File: config.mk
export PLATFORM = sky130hd
export DESIGN_NAME = pon_qos_grant_allocator_unit
export DESIGN_NICKNAME = d
export VERILOG_FILES = /design/src/rtl/core/pqga_pkg.sv /design/src/rtl/core/pqga_ctrl.sv /design/src/rtl/core/pqga_dp.sv /design/src/rtl/core/pon_qos_grant_allocator_unit.sv
export SDC_FILE = /design/constraint.sdc
export NUM_CORES = 2
export LEC_CHECK = 0
export ABC_AREA = 1
export BUFFER_PORTS_ARGS = -buffer_cell sky130_fd_sc_hd__buf_2
export CAP_MARGIN = 20
export CORE_UTILIZATION = 25
export DETAILED_ROUTE_END_ITERATION = 6
export GPL_TIMING_DRIVEN = 0
export PLACE_DENSITY = 0.44
export SETUP_SLACK_MARGIN = 0.05
export SYNTH_ARGS = -nofsm -noshare
export SYNTH_HDL_FRONTEND = slang
export SYNTH_SLANG_ARGS = --single-unit
File: constraint.sdc
create_clock -name clk -period 10.2 [get_ports clk]
set_input_delay 1.53 -clock clk [delete_from_list [all_inputs] [get_ports clk]]
set_output_delay 1.53 -clock clk [all_outputs]
set_load 0.01 [all_outputs]
File: src/rtl/core/pqga_pkg.sv
// Package for the grant allocator: field widths, register indexes and control types.
`timescale 1ns / 1ps
package pqga_pkg;

	localparam int TermW  = 10;
	localparam int QueueW = 24;
	localparam int TimeW  = 48;
	localparam int GrantW = 16;
	localparam int WeightW = 8;
	localparam int CfgIdxW = 3;
	localparam int CfgDataW = 16;
	localparam int DivSteps = 24;
	localparam int DivCntW  = 5;

	localparam logic [CfgIdxW-1:0] CFG_MAX_GRANT    = 3'd0;
	localparam logic [CfgIdxW-1:0] CFG_WEIGHT_BB    = 3'd1;
	localparam logic [CfgIdxW-1:0] CFG_WEIGHT_MC    = 3'd2;
	localparam logic [CfgIdxW-1:0] CFG_GUARD        = 3'd3;
	localparam logic [CfgIdxW-1:0] CFG_TICKS_PER_B  = 3'd4;

	localparam logic [GrantW-1:0]  RST_MAX_GRANT   = 16'd15000;
	localparam logic [WeightW-1:0] RST_WEIGHT      = 8'd1;
	localparam logic [GrantW-1:0]  RST_GUARD       = 16'd0;
	localparam logic [WeightW-1:0] RST_TICKS_PER_B = 8'd1;

	localparam logic [GrantW-1:0] MIN_GRANT_BYTES = 16'd64;

	typedef struct packed {
		logic load;
		logic mul;
		logic div_step;
		logic share1;
		logic share2;
		logic share3;
		logic total;
		logic finish;
	} pqga_cmd_t;

	typedef struct packed {
		logic out_stall;
	} pqga_status_t;

endpackage

File: src/rtl/core/pqga_ctrl.sv
// Controller state machine that sequences one item through the datapath.
`timescale 1ns / 1ps
module pqga_ctrl (
	input  logic                  clk,
	input  logic                  arst_n,
	input  logic                  in_valid,
	output logic                  in_ready,
	output pqga_pkg::pqga_cmd_t    cmd,
	input  pqga_pkg::pqga_status_t st
);
	import pqga_pkg::*;

	localparam logic [2:0] ST_IDLE = 3'd0;
	localparam logic [2:0] ST_MUL  = 3'd1;
	localparam logic [2:0] ST_DIV  = 3'd2;
	localparam logic [2:0] ST_SH1  = 3'd3;
	localparam logic [2:0] ST_SH2  = 3'd4;
	localparam logic [2:0] ST_SH3  = 3'd5;
	localparam logic [2:0] ST_TOT  = 3'd6;
	localparam logic [2:0] ST_DONE = 3'd7;

	logic [2:0]         state_q;
	logic [2:0]         state_d;
	logic [DivCntW-1:0] cnt_q;
	logic               div_last;

	assign in_ready = (state_q == ST_IDLE);
	assign div_last = (cnt_q == DivCntW'(DivSteps - 1));

	always_comb begin
		cmd      = '0;
		state_d  = state_q;
		unique case (state_q)
			ST_IDLE: begin
				if (in_valid) begin
					cmd.load = 1'b1;
					state_d  = ST_MUL;
				end
			end
			ST_MUL: begin
				cmd.mul = 1'b1;
				state_d = ST_DIV;
			end
			ST_DIV: begin
				cmd.div_step = 1'b1;
				if (div_last) state_d = ST_SH1;
			end
			ST_SH1: begin
				cmd.share1 = 1'b1;
				state_d    = ST_SH2;
			end
			ST_SH2: begin
				cmd.share2 = 1'b1;
				state_d    = ST_SH3;
			end
			ST_SH3: begin
				cmd.share3 = 1'b1;
				state_d    = ST_TOT;
			end
			ST_TOT: begin
				cmd.total = 1'b1;
				state_d   = ST_DONE;
			end
			ST_DONE: begin
				// hold until the output register can take the item
				if (!st.out_stall) begin
					cmd.finish = 1'b1;
					state_d    = ST_IDLE;
				end
			end
			default: state_d = ST_IDLE;
		endcase
	end

	always_ff @(posedge clk or negedge arst_n) begin
		if (!arst_n) begin
			state_q <= ST_IDLE;
			cnt_q   <= '0;
		end else begin
			state_q <= state_d;
			if (state_q == ST_DIV) cnt_q <= cnt_q + 1'b1;
			else                   cnt_q <= '0;
		end
	end

	a_accept_starts: assert property (@(posedge clk) disable iff (!arst_n)
		(in_valid && in_ready) |=> (state_q == ST_MUL))
		else $error("accepted item did not start the multiply step");
	a_div_length: assert property (@(posedge clk) disable iff (!arst_n)
		(state_q == ST_DIV && div_last) |=> (state_q == ST_SH1))
		else $error("divider did not end after its last step");
	a_cnt_idle: assert property (@(posedge clk) disable iff (!arst_n)
		(state_q != ST_DIV) |=> (cnt_q == '0))
		else $error("divide step counter not cleared outside division");

endmodule

File: src/rtl/core/pqga_dp.sv
// Datapath: configuration registers, urgent grant, serial divider, sharing and start time.
`timescale 1ns / 1ps
module pqga_dp (
	input  logic                              clk,
	input  logic                              arst_n,
	input  pqga_pkg::pqga_cmd_t                cmd,
	output pqga_pkg::pqga_status_t             st,
	input  logic                              cfg_valid,
	output logic                              cfg_ready,
	input  logic [pqga_pkg::CfgIdxW-1:0]      cfg_index,
	input  logic [pqga_pkg::CfgDataW-1:0]     cfg_data,
	input  logic [pqga_pkg::TermW-1:0]        terminal_id,
	input  logic [pqga_pkg::QueueW-1:0]       queue_urgent,
	input  logic [pqga_pkg::QueueW-1:0]       queue_broadband,
	input  logic [pqga_pkg::QueueW-1:0]       queue_machine,
	input  logic                              first_of_cycle,
	input  logic [pqga_pkg::TimeW-1:0]        cycle_start_time,
	output logic                              out_valid,
	input  logic                              out_ready,
	output logic [pqga_pkg::TermW-1:0]        grant_terminal,
	output logic [pqga_pkg::TimeW-1:0]        grant_start,
	output logic [pqga_pkg::GrantW-1:0]       grant_urgent,
	output logic [pqga_pkg::GrantW-1:0]       grant_broadband,
	output logic [pqga_pkg::GrantW-1:0]       grant_machine
);
	import pqga_pkg::*;

	function automatic logic [QueueW-1:0] min_q(input logic [QueueW-1:0] a,
	                                            input logic [QueueW-1:0] b);
		return (a < b) ? a : b;
	endfunction

	// configuration
	logic [GrantW-1:0]  max_grant_q;
	logic [WeightW-1:0] w_bb_q;
	logic [WeightW-1:0] w_mc_q;
	logic [GrantW-1:0]  guard_q;
	logic [WeightW-1:0] tpb_q;

	// working registers
	logic [TermW-1:0]   term_q;
	logic [QueueW-1:0]  q_bb_q;
	logic [QueueW-1:0]  q_mc_q;
	logic [GrantW-1:0]  g_urg_q;
	logic [GrantW-1:0]  rest_q;
	logic [QueueW-1:0]  dvd_q;
	logic [9:0]         rem_q;
	logic [GrantW-1:0]  ideal_bb_q;
	logic [GrantW-1:0]  ideal_mc_q;
	logic [GrantW-1:0]  g_bb_q;
	logic [GrantW-1:0]  g_mc_q;
	logic [24:0]        tprod_q;
	logic [TimeW-1:0]   rt_q;
	logic               out_valid_q;

	logic [WeightW:0]   wsum;
	logic [9:0]         rem_sh;
	logic               rem_ge;
	logic [GrantW-1:0]  urg_min;
	logic [GrantW-1:0]  ideal_bb;
	logic [GrantW-1:0]  ideal_mc;
	logic [GrantW:0]    mc_topup;
	logic [GrantW:0]    bb_topup;
	logic               g_zero;
	logic [GrantW-1:0]  mc_final;
	logic [GrantW+1:0]  total;

	assign cfg_ready = 1'b1;
	assign st.out_stall = out_valid_q && !out_ready;
	assign out_valid = out_valid_q;

	assign wsum    = {1'b0, w_bb_q} + {1'b0, w_mc_q};
	assign rem_sh  = {rem_q[8:0], dvd_q[QueueW-1]};
	assign rem_ge  = (rem_sh >= {1'b0, wsum});
	assign urg_min = GrantW'(min_q(queue_urgent, QueueW'(max_grant_q)));

	// zero weight sum leaves the whole rest to the machine class
	assign ideal_bb = (wsum == '0) ? '0 : dvd_q[GrantW-1:0];
	assign ideal_mc = rest_q - ideal_bb;

	assign mc_topup = {1'b0, g_mc_q} + {1'b0, ideal_bb_q} - {1'b0, g_bb_q};
	assign bb_topup = {1'b0, g_bb_q} + {1'b0, ideal_mc_q} - {1'b0, g_mc_q};

	assign g_zero   = (g_urg_q == '0) && (g_bb_q == '0) && (g_mc_q == '0);
	assign mc_final = g_zero ? MIN_GRANT_BYTES : g_mc_q;
	assign total    = {2'b0, g_urg_q} + {2'b0, g_bb_q} + {2'b0, mc_final};

	always_ff @(posedge clk or negedge arst_n) begin
		if (!arst_n) begin
			max_grant_q <= RST_MAX_GRANT;
			w_bb_q      <= RST_WEIGHT;
			w_mc_q      <= RST_WEIGHT;
			guard_q     <= RST_GUARD;
			tpb_q       <= RST_TICKS_PER_B;
		end else if (cfg_valid) begin
			unique case (cfg_index)
				CFG_MAX_GRANT:   max_grant_q <= cfg_data;
				CFG_WEIGHT_BB:   w_bb_q      <= cfg_data[WeightW-1:0];
				CFG_WEIGHT_MC:   w_mc_q      <= cfg_data[WeightW-1:0];
				CFG_GUARD:       guard_q     <= cfg_data;
				CFG_TICKS_PER_B: tpb_q       <= cfg_data[WeightW-1:0];
				default: ;
			endcase
		end
	end

	always_ff @(posedge clk or negedge arst_n) begin
		if (!arst_n) begin
			rt_q        <= '0;
			out_valid_q <= 1'b0;
		end else begin
			if (cmd.load && first_of_cycle) rt_q <= cycle_start_time;
			else if (cmd.finish) rt_q <= rt_q + TimeW'(tprod_q) + TimeW'(guard_q);
			if (cmd.finish)     out_valid_q <= 1'b1;
			else if (out_ready) out_valid_q <= 1'b0;
		end
	end

	always_ff @(posedge clk) begin
		if (cmd.load) begin
			term_q  <= terminal_id;
			q_bb_q  <= queue_broadband;
			q_mc_q  <= queue_machine;
			g_urg_q <= urg_min;
			rest_q  <= max_grant_q - urg_min;
		end
		if (cmd.mul) begin
			dvd_q <= QueueW'(rest_q * w_bb_q);
			rem_q <= '0;
		end
		if (cmd.div_step) begin
			// restoring division, one quotient bit per step
			rem_q <= rem_ge ? (rem_sh - {1'b0, wsum}) : rem_sh;
			dvd_q <= {dvd_q[QueueW-2:0], rem_ge};
		end
		if (cmd.share1) begin
			ideal_bb_q <= ideal_bb;
			ideal_mc_q <= ideal_mc;
			g_bb_q     <= GrantW'(min_q(q_bb_q, QueueW'(ideal_bb)));
			g_mc_q     <= GrantW'(min_q(q_mc_q, QueueW'(ideal_mc)));
		end
		// pass unused broadband share to machine
		if (cmd.share2 && (ideal_bb_q > g_bb_q))
			g_mc_q <= GrantW'(min_q(q_mc_q, QueueW'(mc_topup)));
		// pass unused machine share back to broadband
		if (cmd.share3 && (ideal_mc_q > g_mc_q))
			g_bb_q <= GrantW'(min_q(q_bb_q, QueueW'(bb_topup)));
		if (cmd.total) begin
			g_mc_q  <= mc_final;
			tprod_q <= 25'(total * tpb_q);
		end
		if (cmd.finish) begin
			grant_terminal  <= term_q;
			grant_start     <= rt_q;
			grant_urgent    <= g_urg_q;
			grant_broadband <= g_bb_q;
			grant_machine   <= g_mc_q;
		end
	end

	a_ideal_in_rest: assert property (@(posedge clk) disable iff (!arst_n)
		cmd.share1 |-> (ideal_bb <= rest_q))
		else $error("broadband share exceeds remaining budget");
	a_grant_budget: assert property (@(posedge clk) disable iff (!arst_n)
		out_valid_q |-> (({2'b0, grant_urgent} + {2'b0, grant_broadband}
			+ {2'b0, grant_machine} <= {2'b0, max_grant_q})
			|| (grant_urgent == '0 && grant_broadband == '0
			&& grant_machine == MIN_GRANT_BYTES)))
		else $error("grant exceeds byte budget");
	a_urgent_first: assert property (@(posedge clk) disable iff (!arst_n)
		cmd.share1 |-> (g_urg_q + rest_q == max_grant_q))
		else $error("urgent grant and rest do not add up to the budget");

endmodule

File: src/rtl/core/pon_qos_grant_allocator_unit.sv
// Top level of the upstream grant allocator: controller plus datapath.
// Sequence per accepted item: multiply, the 24-step serial divider, the sharing steps, total,
// then a wait until the output register is free; a new item is accepted only back in idle.
// The next item may be accepted while the previous result waits in the output register.
// Reset: configuration returns to its defaults and the running start time to zero.
`timescale 1ns / 1ps
module pon_qos_grant_allocator_unit (
	input  logic                          clk,
	input  logic                          arst_n,
	input  logic                          cfg_valid,
	output logic                          cfg_ready,
	input  logic [pqga_pkg::CfgIdxW-1:0]  cfg_index,
	input  logic [pqga_pkg::CfgDataW-1:0] cfg_data,
	input  logic                          in_valid,
	output logic                          in_ready,
	input  logic [pqga_pkg::TermW-1:0]    terminal_id,
	input  logic [pqga_pkg::QueueW-1:0]   queue_urgent,
	input  logic [pqga_pkg::QueueW-1:0]   queue_broadband,
	input  logic [pqga_pkg::QueueW-1:0]   queue_machine,
	input  logic                          first_of_cycle,
	input  logic [pqga_pkg::TimeW-1:0]    cycle_start_time,
	output logic                          out_valid,
	input  logic                          out_ready,
	output logic [pqga_pkg::TermW-1:0]    grant_terminal,
	output logic [pqga_pkg::TimeW-1:0]    grant_start,
	output logic [pqga_pkg::GrantW-1:0]   grant_urgent,
	output logic [pqga_pkg::GrantW-1:0]   grant_broadband,
	output logic [pqga_pkg::GrantW-1:0]   grant_machine
);
	import pqga_pkg::*;

	pqga_cmd_t    cmd;
	pqga_status_t st;

	pqga_ctrl u_ctrl (
		.clk      (clk),
		.arst_n   (arst_n),
		.in_valid (in_valid),
		.in_ready (in_ready),
		.cmd      (cmd),
		.st       (st)
	);

	pqga_dp u_dp (
		.clk              (clk),
		.arst_n           (arst_n),
		.cmd              (cmd),
		.st               (st),
		.cfg_valid        (cfg_valid),
		.cfg_ready        (cfg_ready),
		.cfg_index        (cfg_index),
		.cfg_data         (cfg_data),
		.terminal_id      (terminal_id),
		.queue_urgent     (queue_urgent),
		.queue_broadband  (queue_broadband),
		.queue_machine    (queue_machine),
		.first_of_cycle   (first_of_cycle),
		.cycle_start_time (cycle_start_time),
		.out_valid        (out_valid),
		.out_ready        (out_ready),
		.grant_terminal   (grant_terminal),
		.grant_start      (grant_start),
		.grant_urgent     (grant_urgent),
		.grant_broadband  (grant_broadband),
		.grant_machine    (grant_machine)
	);

endmodule
==> metrics.txt <==
grt total ovfl 0; layout cells sized above 1 11.6%; Die ar. 0.144 mm^2; Worst setup EP type flop; GR Layer Usage met1 23.8%; Residual DRC 0; Max Cap Viol 0; pre-CTS setup slack 1.99 ns; Syn Inst Count 4020; pin count of the biggest net entering global routing 81; register area 0.0124 mm^2; worst min-delay path category flop to flop; clk buf depth 3; clock buffer count from CTS 54; register area share after synthesis 34.8%; top area cells in the synthesized netlist edfxtp_1, fa_1, ha_1; Clock Sinks 431; first-pass GRT wire length 179000 um; DR vias 28.1k; initial antenna violation count 8; Least-Margin Pin Slew 0.992 ns; final hold vios 0; FP Rows 138; CP most frequent cell nand2_1; EDFF count, synth 318; most numerous cell in the Yosys netlist nand2_1; IO Count 264; critical setup path kind flop to flop; Synth async-reset ratio 26.2%; CTS tree yes; Total GRT Usage 16.4%; Root Driver clkbuf_16; Final min period 8.23 ns; H-tree levels 2; Routed Antenna Nets 0; Crit path required time 10.61 ns; Commonest cells post-synth nand2_1, inv_1, ha_1, edfxtp_1, a21oi_1; WL/cell 18.8 um; period utilization 80.7%; number of global-route vias before repair 28.7k; Syn Area/Cell 8.87 um^2; slowest CP cell fa_1; filler cell count in the final layout 15.2k; nets 5095; RSZ-0062 raised after global routing no; Netlist Area Pre-Place 0.0356 mm^2; Skew-Pair Late Insertion Delay 0.67 ns; Yosys reg bits 431; placed inst area 0.0397 mm^2; GR met3 Demand/Resource 2.31%; core area 0.142 mm^2; DR pass1 iterations 5; Die X 380 um; final worst slack 1.97 ns; Final Cell Area 0.0414 mm^2; status finished, final reports clean; Post-CTS Resized 0; First DRT Iteration DRCs 2124; setup violators final 0; worst-case clock skew 0.0264 ns; max frequency 0.122 GHz; most used routing layer met2; Die Span Y 380 um; max incr delay on CP 0.59 ns; Post-CTS Setup Bufs 0; Area Growth Syn to Fin 16.1%; Rel. slew slack 33.7%; port buffer count 262; largest area contributor in the netlist edfxtp_1; Cell variety after synth 68; crit path DAT 8.64 ns; footprint of the multi-input gates 0.0201 mm^2; post-synth top area share 26.8%; CP bufs+invs 3; Pins Over Slew Limit 0; synth warn 0; Crit Path Max Fanout 8; CP startpoint kind flop; Most used DFF post-synth edfxtp_1; Initial Utilization 25.2%; GP Congestion 0.889; HPWL Detailed 97100 um; syn nets 4756; Post-Route WL 118000 um; cts hold-fix bufs 0; Crit path max-delay family adder cells; vias per cell 4.47; met2 usage 25.1%; clk slew on worst S/H paths 0.06 ns
[path summary, 6_finish.rpt]
path / from / end / slack [ns] / cells past startpoint
min reg2reg: u_dp.term_q[3]$_DFFE_PP_ / u_dp.grant_terminal[3]$_DFFE_PP_ / 0.41 / 0
max: u_dp.g_bb_q[2]$_DFFE_PP_ / u_dp.tprod_q[23]$_DFFE_PP_ / 1.97 / 33
min in group asynchronous: arst_n / u_dp.rt_q[23]$_DFFE_PN0P_ / 0.77 / 1
max in group asynchronous: arst_n / u_dp.max_grant_q[13]$_DFFE_PN1P_ / 8.58 / 2
max reg2reg: u_dp.g_bb_q[2]$_DFFE_PP_ / u_dp.tprod_q[23]$_DFFE_PP_ / 1.97 / 33
min: u_dp.term_q[3]$_DFFE_PP_ / u_dp.grant_terminal[3]$_DFFE_PP_ / 0.41 / 0
[registers in the layout, indices dropped and copies added (netlist names), 9 cells and up]
name and flops:
u_dp.q_bb_q 24, u_dp.rest_q 16, u_dp.ideal_mc_q 16, u_dp.rem_q 9, u_dp.term_q 10, u_dp.tprod_q 25, u_dp.grant_urgent 16, u_dp.max_grant_q 16
u_dp.g_bb_q 16, u_dp.rt_q 48, u_dp.grant_machine 16, u_dp.ideal_bb_q 16, u_dp.grant_terminal 10, u_dp.dvd_q 24, u_dp.q_mc_q 24, u_dp.grant_start 48
u_dp.guard_q 16, u_dp.g_mc_q 16, u_dp.g_urg_q 16, u_dp.grant_broadband 16
[per-layer routing]
layer	vias up	routed length (um)
met5	-	13
met4	2	3170
met3	136	5640
met2	692	50700
met1	13404	58800
li1	13893	-
[placed cells by master (no fill, tap or decap), types with 51 or more instances in the layout]
master	Yosys	final
dfrtp_1	103	103
edfxtp_1	318	318
nand3_1	119	119
nor2_1	245	243
inv_1	708	708
fa_1	234	234
buf_2	9	270
xor2_1	89	89
o211ai_1	51	51
clkbuf_1	95	108
nand2_1	769	769
a21oi_1	252	252
ha_1	347	347
o21ai_0	239	239
clkbuf_16	0	54
[kinds of logic after synthesis]
kind of cell	Yosys count	synth area share, %
buf+inv	835	8.91
other cells	1	0.0105
xor+xnor	143	3.69
flops	431	34.8
simple gates	1340	16.2
fa+ha+maj	581	25.3
compound gates	689	11.1
[stage by stage]
step	std cells	util, %	hold WS (ns)	TNS, ns
final	6295	29.2	0.411	0
after global routing	6294	29.2	0.410	0
after CTS	6294	29.2	0.420	0
after detailed placement	6193	28.0	0.406	0
after global placement	6172	27.8	0.401	-709.94
after floorplan	4020	-	0.400	0
[layout make-up]
type / instances / share of cell area [%]
well taps: 1890 / 5.71
multi-input cells: 2754 / 48.6
clock buffers: 69 / 3.45
flip-flops and latches: 431 / 29.9
inverters: 722 / 6.55
plain buffers: 113 / 1.12
clock inverters: 32 / 0.695
diodes: 1 / 0.00604
repair buffers: 283 / 3.97
Power is left out: the tool's default activity adds up to more than one toggle a clock period on the data nets, which glitch-free logic cannot reach.
